`config.mk`:
```
export PLATFORM = sky130hd
export DESIGN_NAME = sts_step
export DESIGN_NICKNAME = d
export VERILOG_FILES = /design/src/hw/rtl/sts_pkg.sv /design/src/hw/rtl/sts_step.sv
export SDC_FILE = /design/constraint.sdc
export NUM_CORES = 1
export LEC_CHECK = 0
export ABC_CLOCK_PERIOD_IN_PS = 7500
export BUFFER_PORTS_ARGS = -buffer_cell sky130_fd_sc_hd__buf_2
export CORE_ASPECT_RATIO = 1.2
export CORE_MARGIN = 5
export CORE_UTILIZATION = 25
export DETAILED_ROUTE_END_ITERATION = 12
export PLACE_DENSITY_LB_ADDON = 0.15
export SYNTH_ARGS = -nofsm -noshare
export SYNTH_HDL_FRONTEND = slang
export SYNTH_SLANG_ARGS = --single-unit
```
`constraint.sdc`:
```
create_clock -name vclk -period 7.5
set_input_delay 1.125 -clock vclk [all_inputs]
set_output_delay 1.125 -clock vclk [all_outputs]
set_load 0.005 [all_outputs]
```
`src/hw/rtl/sts_pkg.sv`:
```
// Shared types, constants and the probe-position function for the sorted table search.
package sts_pkg;

    localparam int TABLE_DEPTH = 1024;
    localparam int ADDR_W      = $clog2(TABLE_DEPTH);
    localparam int KEY_W       = 32;
    localparam int POS_W       = 12;
    localparam int OUT_POS_W   = 11;

    typedef logic signed [POS_W-1:0] pos_t;
    typedef logic        [ADDR_W-1:0] addr_t;
    typedef logic        [KEY_W-1:0]  key_t;

    typedef enum logic [1:0] {
        CMD_WRITE = 2'd0,
        CMD_EXACT = 2'd1,
        CMD_LOWER = 2'd2,
        CMD_UPPER = 2'd3
    } cmd_t;

    // Result of one probe step
    typedef struct packed {
        logic hit;
        logic cont;
        pos_t new_left;
        pos_t new_right;
        pos_t new_mid;
    } step_t;

    function automatic pos_t mid_of(input pos_t left, input pos_t right);
        pos_t diff;
        diff = right - left;
        return left + (diff >>> 1);
    endfunction

endpackage

```
`src/hw/rtl/sts_step.sv`:
```
// Shared probe unit: one compare of a table entry against the key and the range update.
module sts_step
    import sts_pkg::*;
(
    input  cmd_t  mode,
    input  pos_t  left,
    input  pos_t  right,
    input  pos_t  mid,
    input  key_t  entry,
    input  key_t  key,
    output step_t step
);

    logic eq;
    logic lt;
    logic go_right;

    assign eq = (entry == key);
    assign lt = ($signed(entry) < $signed(key));

    always_comb begin
        step = '0;
        go_right = 1'b0;
        unique case (mode)
            CMD_EXACT: begin
                go_right       = lt;
                step.hit       = eq;
                step.new_left  = go_right ? pos_t'(mid + pos_t'(1)) : left;
                step.new_right = go_right ? right : pos_t'(mid - pos_t'(1));
                step.cont      = !eq && (step.new_left <= step.new_right);
            end
            CMD_LOWER: begin
                go_right       = lt;
                step.new_left  = go_right ? pos_t'(mid + pos_t'(1)) : left;
                step.new_right = go_right ? right : mid;
                step.cont      = (step.new_left < step.new_right);
            end
            CMD_UPPER: begin
                go_right       = lt || eq;
                step.new_left  = go_right ? pos_t'(mid + pos_t'(1)) : left;
                step.new_right = go_right ? right : mid;
                step.cont      = (step.new_left < step.new_right);
            end
            default: begin
                go_right       = 1'b0;
                step.new_left  = left;
                step.new_right = right;
                step.cont      = 1'b0;
            end
        endcase
        step.new_mid = mid_of(step.new_left, step.new_right);
    end

endmodule

```
==> results of run 1 <==
[synthesized netlist by cell type (10+ instances only)]
cell type                   n
sky130_fd_sc_hd__o21a_1    18
sky130_fd_sc_hd__inv_1     63
sky130_fd_sc_hd__o21ai_0   17
sky130_fd_sc_hd__mux2_2    22
sky130_fd_sc_hd__nand3_1   17
sky130_fd_sc_hd__a211o_1   10
sky130_fd_sc_hd__a21o_1    19
sky130_fd_sc_hd__a211oi_1  13
sky130_fd_sc_hd__nand2_1   25
sky130_fd_sc_hd__clkbuf_1  17
sky130_fd_sc_hd__xor2_1    13
sky130_fd_sc_hd__nand4_1   16
sky130_fd_sc_hd__nor2b_1   16
sky130_fd_sc_hd__nor2_1    42
sky130_fd_sc_hd__ha_1      90
sky130_fd_sc_hd__a21oi_1   46
sky130_fd_sc_hd__mux2i_1   46
sky130_fd_sc_hd__xnor2_1   23
[cell type report]
type / instances / area share
inverter: 64 / 0.03560
timing repair buffer: 249 / 0.2368
tap: 220 / 0.04079
multi-input combinational: 507 / 0.6868
[stage by stage]
| stage | setup WS, ns | cell area [µm²] |
|---|---|---|
| after floorplan | 0.1936 | 4449 |
| after global routing | -0.09519 | 6748 |
| after global placement | -0.07840 | 5967 |
| after CTS | 0.005421 | 6016 |
| final | 0.2193 | 6748 |
| after detailed placement | -0.1186 | 5967 |
[how the worst min path moves through the flow]
| stage | from | endpoint | slack [ns] | depth (start not counted) |
|---|---|---|---|---|
| 2_1_floorplan | left[0] | step[24] | 2.40 | 2 |
| 3_3_place_gp | left[11] | step[35] | 2.66 | 3 |
| 3_5_place_dp | left[11] | step[35] | 2.67 | 3 |
| 4_1_cts | left[11] | step[35] | 2.67 | 3 |
| 5_1_grt | left[11] | step[35] | 2.69 | 3 |
| 6_report | left[11] | step[35] | 2.66 | 3 |
[tightest hold or removal path: stages]
cell                     delay (ns)
sky130_fd_sc_hd__buf_2         0.10
sky130_fd_sc_hd__mux2_2        0.19
sky130_fd_sc_hd__buf_2         0.12
[per-layer routing]
| metal | track usage | vias up | share of wire |
|---|---|---|---|
| li1 | - | 2622 | - |
| met1 | 0.1800 | 2389 | 0.42 |
| met2 | 0.2819 | 150 | 0.51 |
| met3 | 0.01710 | 22 | 0.049 |
| met4 | 0.02548 | 0 | 0.026 |
| met5 | 0 | - | 0 |
[power groups by stage]
stage	Clock, W	Sequential, W	Combinational [W]
6_report	0	0	0.00124
3_5_place_dp	0	0	0.00108
3_3_place_gp	0	0	0.00108
2_1_floorplan	0	0	0.000615
4_1_cts	0	0	0.00110
5_1_grt	0	0	0.00136
[cells by family after synthesis]
kind of cell / count (synthesis) / synth area share
mux: 70 / 0.1673
fa+ha+maj: 92 / 0.2621
simple gates: 150 / 0.1732
compound gates: 158 / 0.2362
buf+inv: 95 / 0.08661
xor+xnor: 37 / 0.07452
[repair_timing]
action / 4_1_cts / 5_1_grt
buffers inserted: 0 / 17
gates resized for setup: 8 / 108
cloned: 0 / 3
pin swaps: 0 / 57
hold endpoints to repair: 0 / 0
endpoints found under the setup margin: 2 / 4
==> Flow_metrics.wiki, run 1 <==
{| class="wikitable"
! Metric !! Value
|-
| Run status || finished clean
|-
| Final period utilization || 0.9708
|-
| Net count of the finished layout || 1,016
|-
| Router iterations before antenna repair || 4
|-
| Count of cell instances traversed by the critical path || 29
|-
| Iteration-0 DRC count of the detailed router || 153
|-
| Critical-path top delay cell || sky130_fd_sc_hd__a221oi_2
|-
| Final min period || 7.281 ns
|-
| Overall power || 0.001237 W
|-
| Max Clk Rate || 0.1374 GHz
|-
| Setup TNS || 0 ns
|-
| Sequential share of the synthesized area || 0
|-
| Fraction of power consumed by sequential logic || 0
|-
| Die Span Y || 156.1 µm
|-
| Syn-to-layout area delta || 51.66%
|-
| Highest-count cells in the layout ignoring fill and taps || sky130_fd_sc_hd__buf_2, sky130_fd_sc_hd__buf_4, sky130_fd_sc_hd__ha_1, sky130_fd_sc_hd__inv_1, sky130_fd_sc_hd__nor2_1
|-
| Residual antenna-violating net count after detailed routing || 0
|-
| Top-area cell type share of the netlist area || 0.2531
|-
| Worst hold slack || between 2 and 3 ns
|-
| Cell-internal power || 0.0006582 W
|-
| Area taken by flip-flops and latches || 0 µm²
|-
| WP buf/inv || 4
|-
| Total area of multi-input combinational cells || 4634 µm²
|-
| Syn avg cell area || 7.391 µm²
|-
| Setup CP Type || primary input to output port
|-
| Layout clock buffer count || 0
|-
| Cell Count, Final, Fillers Out || 1,040
|-
| Worst slew margin || 0.6735
|-
| Element type at the critical path end || output port
|-
| Largest vdd supply drop || 0.0001891 V
|-
| Fraction of layout cells with a size suffix above 1 || 0.4463
|-
| Chip width || 131.8 µm
|-
| Synth area leader || sky130_fd_sc_hd__ha_1
|-
| Antenna violations before repair || 0
|-
| Max-cap viol count || 0
|-
| # fillers || 1,857
|-
| Most used cell along the critical path || sky130_fd_sc_hd__a21o_1
|-
| DRC violation count after routing || 0
|-
| Gr ovfl total || 0
|-
| Placeable core area || between 15,000 and 20,000 µm²
|-
| Final Hold Fails || 0
|-
| GRT Overall Usage || 0.1479
|-
| Ratio of total power to cell area || 183.3 nW/µm²
|-
| Tightest Pin Transition || 0.4773 ns
|-
| Number of standard-cell rows in the floorplan || 53
|-
| Global-route wire length before repair || 25,850 µm
|-
| Top area cells in the synthesized netlist || sky130_fd_sc_hd__ha_1, sky130_fd_sc_hd__mux2i_1, sky130_fd_sc_hd__mux2_2
|-
| First element of the critical path || entry[8]
|-
| Quantity of hold-fixing buffers added after cts || 0
|-
| Final WL || 17,170 µm
|-
| Final Slew Violations || 0
|-
| Vias in the first global route || about 5,200
|-
| Via count of the routed design || 5,183
|-
| Half-perimeter wire length of the detailed placement result || roughly 14,000 µm
|-
| Initial core utilization || 0.2541
|-
| Last weighted congestion value of the routability-driven placer || about 0.88
|-
| Post-Synthesis Cells || approximately 600
|-
| Number of nets produced by synthesis || 796
|-
| Worst setup path end || step[11]
|-
| Commonest non-fill, non-tap cell in the layout || sky130_fd_sc_hd__buf_2
|-
| Pin count of the biggest net entering global routing || 36
|-
| Post-detailed-route wirelength per cell || 16.51 µm
|-
| Utilization after layout || 0.3854
|-
| Post-synth cell types || 60
|-
| Startpoint type of the worst setup path || primary input
|-
| Req. time, crit path || 6.38 ns
|-
| Floorplan die area || slightly above 20,000 µm²
|-
| ANT cells || 0
|-
| Number of setup violations in the final report || 0
|-
| Via density || 4.984
|-
| Combinational Power Share || 1.000
|-
| Arrival time of the worst setup path || 6.16 ns
|-
| Io pins || 140
|-
| Part of the power in the clock network || 0
|-
| Post-Place Cells || 1,020
|-
| Port-buffer cells || 140
|-
| Sequential cell count of the final layout || 0
|-
| Sw Ratio || 0.4678
|-
| Class of the tightest hold or removal check || primary input to output port
|-
| Crit-path max FO || 7
|-
| Net load switching power || 0.0005786 W
|-
| Syn. warnings || 0
|-
| CP max stage delay || 0.33 ns
|-
| Kind of cell adding the most delay to the critical path || compound AO/OA/AOI/OAI gates
|-
| Mapped cell area || 4449 µm²
|-
| Static leakage power || ~3.4 nW
|}
Note: power is estimated with default switching activity, not from simulation.
==> run 2, diff against run 1 <==
--- a/config.mk
+++ b/config.mk
@@ -6,7 +6,7 @@
 export NUM_CORES = 1
 export LEC_CHECK = 0
 export ABC_CLOCK_PERIOD_IN_PS = 7500
-export BUFFER_PORTS_ARGS = -buffer_cell sky130_fd_sc_hd__buf_2
+export BUFFER_PORTS_ARGS = -buffer_cell sky130_fd_sc_hd__clkbuf_2
 export CORE_ASPECT_RATIO = 1.2
 export CORE_MARGIN = 5
 export CORE_UTILIZATION = 25
==> Flow_metrics.wiki, run 2 (synthesized netlist as in run 1, its figures left out) <==
{| class="wikitable"
! Metric !! Value
|-
| Part of the power in the clock network || 0
|-
| Worst slew margin || 0.6218
|-
| Half-perimeter wire length of the detailed placement result || 14,140 µm
|-
| Element type at the critical path end || output port
|-
| Die Span Y || ~160 µm
|-
| Fraction of power consumed by sequential logic || 0
|-
| Layout clock buffer count || 0
|-
| Class of the tightest hold or removal check || primary input to output port
|-
| Cell-internal power || 0.0006818 W
|-
| Fraction of layout cells with a size suffix above 1 || 0.4606
|-
| Sequential cell count of the final layout || 0
|-
| Max Clk Rate || 0.1370 GHz
|-
| Net load switching power || 0.0005964 W
|-
| Most used cell along the critical path || sky130_fd_sc_hd__a21o_1
|-
| Setup CP Type || primary input to output port
|-
| Floorplan die area || slightly above 20,000 µm²
|-
| Final WL || 17,300 µm
|-
| Startpoint type of the worst setup path || primary input
|-
| Via density || 4.955
|-
| Port-buffer cells || 140
|-
| Count of cell instances traversed by the critical path || 31
|-
| Utilization after layout || 0.3915
|-
| Last weighted congestion value of the routability-driven placer || 0.8824
|-
| Net count of the finished layout || just over 1,000
|-
| Number of standard-cell rows in the floorplan || 53
|-
| Chip width || 131.8 µm
|-
| Max-cap viol count || 0
|-
| Pin count of the biggest net entering global routing || 26
|-
| Io pins || 140
|-
| Arrival time of the worst setup path || 6.18 ns
|-
| Syn-to-layout area delta || 54.05%
|-
| Residual antenna-violating net count after detailed routing || 0
|-
| Req. time, crit path || 6.38 ns
|-
| Quantity of hold-fixing buffers added after cts || 0
|-
| Initial core utilization || 0.2541
|-
| Ratio of total power to cell area || 186.5 nW/µm²
|-
| Critical-path top delay cell || sky130_fd_sc_hd__a221oi_2
|-
| Router iterations before antenna repair || 4
|-
| Iteration-0 DRC count of the detailed router || between 200 and 250
|-
| Number of setup violations in the final report || 0
|-
| Antenna violations before repair || 0
|-
| Number of cells on the worst hold path || 3
|-
| Highest-count cells in the layout ignoring fill and taps || sky130_fd_sc_hd__clkbuf_2, sky130_fd_sc_hd__buf_4, sky130_fd_sc_hd__ha_1, sky130_fd_sc_hd__inv_1
|-
| GRT Overall Usage || 0.1481
|-
| Kind of cell adding the most delay to the critical path || compound AO/OA/AOI/OAI gates
|-
| Area taken by flip-flops and latches || 0 µm²
|-
| Largest vdd supply drop || 0.0001750 V
|-
| Final Hold Fails || 0
|-
| Commonest non-fill, non-tap cell in the layout || sky130_fd_sc_hd__clkbuf_2
|-
| Combinational Power Share || 1.000
|-
| DRC violation count after routing || 0
|-
| Crit-path max FO || 5
|-
| Run status || finished clean
|-
| Gr ovfl total || 0
|-
| Placeable core area || 17,510 µm²
|-
| WP buf/inv || 6
|-
| CP max stage delay || 0.31 ns
|-
| Final period utilization || 0.9734
|-
| ANT cells || 0
|-
| Worst hold slack || 2.668 ns
|-
| Final min period || roughly 7.3 ns
|-
| Via count of the routed design || 5,242
|-
| Tightest Pin Transition || approximately 0.55 ns
|-
| Global-route wire length before repair || 25,960 µm
|-
| Static leakage power || 3.496 nW
|-
| Post-detailed-route wirelength per cell || 16.35 µm
|-
| # fillers || 1,863
|-
| Vias in the first global route || approximately 5,300
|-
| Sw Ratio || 0.4666
|-
| Final Slew Violations || 0
|}
[run 2: cell count changes in the layout (fill, tap and decap cells not counted), sizes merged]
cell	delta
buf	-121
clkbuf	+139
[run 2: worst paths after layout]
path	from	to
max	key[10]	step[10]
min	left[11]	step[35]
[run 2: through the flow]
stage / setup TNS, ns / worst slack, ns / cell area (µm²) / instances / power (W)
floorplan: 0 / 0.1936 / 4449 / 602 / 0.0006151
global route: -0.09620 / -0.07605 / 6854 / 1058 / 0.001411
detailed placement: -0.4126 / -0.2803 / 6075 / 1036 / 0.001090
CTS: -0.01761 / -0.009664 / 6172 / 1040 / 0.001135
finish: 0 / 0.1994 / 6854 / 1058 / 0.001278
global placement: -0.3802 / -0.2456 / 6075 / 1036 / 0.001089
[run 2: cell type report]
| cell class | count | area [µm²] | share of cell area |
|---|---|---|---|
| multi-input combinational | 507 | 4609 | 0.6725 |
| inverter | 64 | 240.2 | 0.03505 |
| tap | 220 | 275.3 | 0.04016 |
| timing repair buffer | 267 | 1729 | 0.2523 |
[run 2: timing repair]
item	in CTS	in global routing
buffers inserted	3	16
pin swaps	6	55
gates cloned	1	3
gates resized for setup	17	101
endpoints found under the setup margin	3	5
[run 2: power by group through the flow]
stage	combinational, W	clock, W	sequential, W
2_1_floorplan	0.000615	0	0
3_3_place_gp	0.00109	0	0
3_5_place_dp	0.00109	0	0
4_1_cts	0.00114	0	0
5_1_grt	0.00141	0	0
6_report	0.00128	0	0
[run 2: worst min-delay path: cells and delay by family]
| family | cells | cell delay [ns] |
|---|---|---|
| buf+inv | 2 | 0.21 |
| mux | 1 | 0.20 |
[run 2: layer usage]
| metal | vias up | share of wire | global-route usage |
|---|---|---|---|
| met1 | 2429 | 0.42 | 0.1852 |
| met4 | 0 | 0.012 | 0.02499 |
| met3 | 14 | 0.054 | 0.01839 |
| li1 | 2660 | - | - |
| met2 | 139 | 0.51 | 0.2754 |
| met5 | - | 0 | 0 |
==> run 3, diff against run 2 <==
--- a/config.mk
+++ b/config.mk
@@ -11,6 +11,7 @@
 export CORE_MARGIN = 5
 export CORE_UTILIZATION = 25
 export DETAILED_ROUTE_END_ITERATION = 12
+export MAX_ROUTING_LAYER = met4
 export PLACE_DENSITY_LB_ADDON = 0.15
 export SYNTH_ARGS = -nofsm -noshare
 export SYNTH_HDL_FRONTEND = slang
==> Flow_metrics.wiki, run 3 (synthesized netlist as in run 1, its figures left out) <==
{| class="wikitable"
! Metric !! Value
|-
| Run status || finished clean
|-
| Quantity of hold-fixing buffers added after cts || 0
|-
| Last weighted congestion value of the routability-driven placer || roughly 0.9
|-
| Number of setup violations in the final report || 0
|-
| Setup CP Type || primary input to output port
|-
| Ratio of total power to cell area || 186.0 nW/µm²
|-
| WP buf/inv || 7
|-
| CP max stage delay || 0.32 ns
|-
| Critical-path top delay cell || sky130_fd_sc_hd__ha_1
|-
| Vias in the first global route || 5,156
|-
| Io pins || 140
|-
| Number of standard-cell rows in the floorplan || 53
|-
| Crit-path max FO || 5
|-
| Via density || 4.929
|-
| Fraction of layout cells with a size suffix above 1 || 0.4811
|-
| Iteration-0 DRC count of the detailed router || 222
|-
| Port-buffer cells || 140
|-
| Router iterations before antenna repair || 6
|-
| Static leakage power || 3.559 nW
|-
| Utilization after layout || 0.4014
|-
| Gr ovfl total || 0
|-
| Global-route wire length before repair || between 20,000 and 30,000 µm
|-
| Post-detailed-route wirelength per cell || ~16 µm
|-
| Final period utilization || 0.9686
|-
| Commonest non-fill, non-tap cell in the layout || sky130_fd_sc_hd__clkbuf_2
|-
| Overall power || 0.001307 W
|-
| Die Span Y || roughly 160 µm
|-
| Count of cell instances traversed by the critical path || 32
|-
| Final Slew Violations || 0
|-
| Max Clk Rate || ~0.14 GHz
|-
| Layout clock buffer count || 0
|-
| GRT Overall Usage || 0.1536
|-
| Highest-count cells in the layout ignoring fill and taps || sky130_fd_sc_hd__clkbuf_2, sky130_fd_sc_hd__buf_4, sky130_fd_sc_hd__ha_1, sky130_fd_sc_hd__inv_1, sky130_fd_sc_hd__mux2i_1
|-
| Sequential cell count of the final layout || 0
|-
| Placeable core area || 17,510 µm²
|-
| Via count of the routed design || 5,264
|-
| Startpoint type of the worst setup path || primary input
|-
| Element type at the critical path end || output port
|-
| Syn-to-layout area delta || 57.96%
|-
| Max-cap viol count || 0
|-
| Half-perimeter wire length of the detailed placement result || 14,160 µm
|-
| Residual antenna-violating net count after detailed routing || 0
|-
| Worst setup path end || step[10]
|-
| ANT cells || 0
|-
| Final min period || 7.265 ns
|-
| Floorplan die area || a little over 20,000 µm²
|-
| Req. time, crit path || 6.38 ns
|-
| First element of the critical path || key[25]
|-
| Final Hold Fails || 0
|-
| Initial core utilization || 0.2541
|-
| Worst slew margin || 0.6230
|-
| Class of the tightest hold or removal check || primary input to output port
|-
| Net count of the finished layout || 1,044
|-
| Largest vdd supply drop || between 0.0002 and 0.00025 V
|-
| Pin count of the biggest net entering global routing || 26
|-
| Antenna violations before repair || 0
|-
| Chip width || around 130 µm
|-
| Arrival time of the worst setup path || 6.14 ns
|-
| Kind of cell adding the most delay to the critical path || simple AND/OR/NAND/NOR gates
|-
| DRC violation count after routing || 0
|-
| Tightest Pin Transition || 0.5512 ns
|-
| Area taken by flip-flops and latches || 0 µm²
|-
| Final WL || 17,120 µm
|}
==> run 3: routing by layer <==
layer | wire length [µm] | GRT usage | share of wire
met5 | 0 | - | 0
met3 | 743 | 0.01484 | 0.043
met4 | 273 | 0.02156 | 0.016
met2 | 8799 | 0.2805 | 0.51
met1 | 7301 | 0.1875 | 0.43
==> run 3: worst min path at each step <==
stage | from | end | slack (ns) | depth (start not counted)
finish | left[11] | step[35] | 2.68 | 3
detailed placement | left[11] | step[35] | 2.69 | 3
global placement | left[11] | step[35] | 2.68 | 3
floorplan | left[0] | step[24] | 2.40 | 2
global route | left[11] | step[35] | 2.69 | 3
CTS | left[11] | step[35] | 2.69 | 3
==> run 3: what timing repair did <==
item                                    4_1_cts  5_1_grt
cloned                                        1        1
resized for setup                            22      114
buffers inserted                              5       27
pin swaps                                     4       61
endpoints found under the setup margin        3        4
endpoints found under the hold margin         0        0
==> run 3: through the flow <==
stage	instances	hold WS [ns]	area, µm²	setup WS (ns)	setup TNS, ns
floorplan	602	2.396	4449	0.1936	0
global placement	1035	2.678	6067	-0.2496	-0.3901
detailed placement	1035	2.685	6067	-0.2663	-0.4303
CTS	1041	2.686	6210	0.01131	0
global route	1068	2.694	7028	-0.08374	-0.1532
finish	1068	2.679	7028	0.2354	0
==> run 3: power by group <==
group	switching (W)	internal [W]	leakage [nW]	total, W
Sequential	0	0	0	0
Combinational	0.000601	0.000706	3.56	0.00131
Clock	0	0	0	0
Total	0.000601	0.000706	3.56	0.00131
==> run 3: final cells by class <==
| type | instances | area, µm² |
|---|---|---|
| fillers | 1837 | 10480 |
| well taps | 220 | 275.3 |
| inverters | 64 | 240.2 |
| multi-input cells | 507 | 4708 |
| repair buffers | 277 | 1804 |
==> run 3: worst min-delay path, stage by stage <==
cell and delay (ns):
sky130_fd_sc_hd__clkbuf_2 0.10, sky130_fd_sc_hd__mux2_2 0.20, sky130_fd_sc_hd__clkbuf_2 0.13
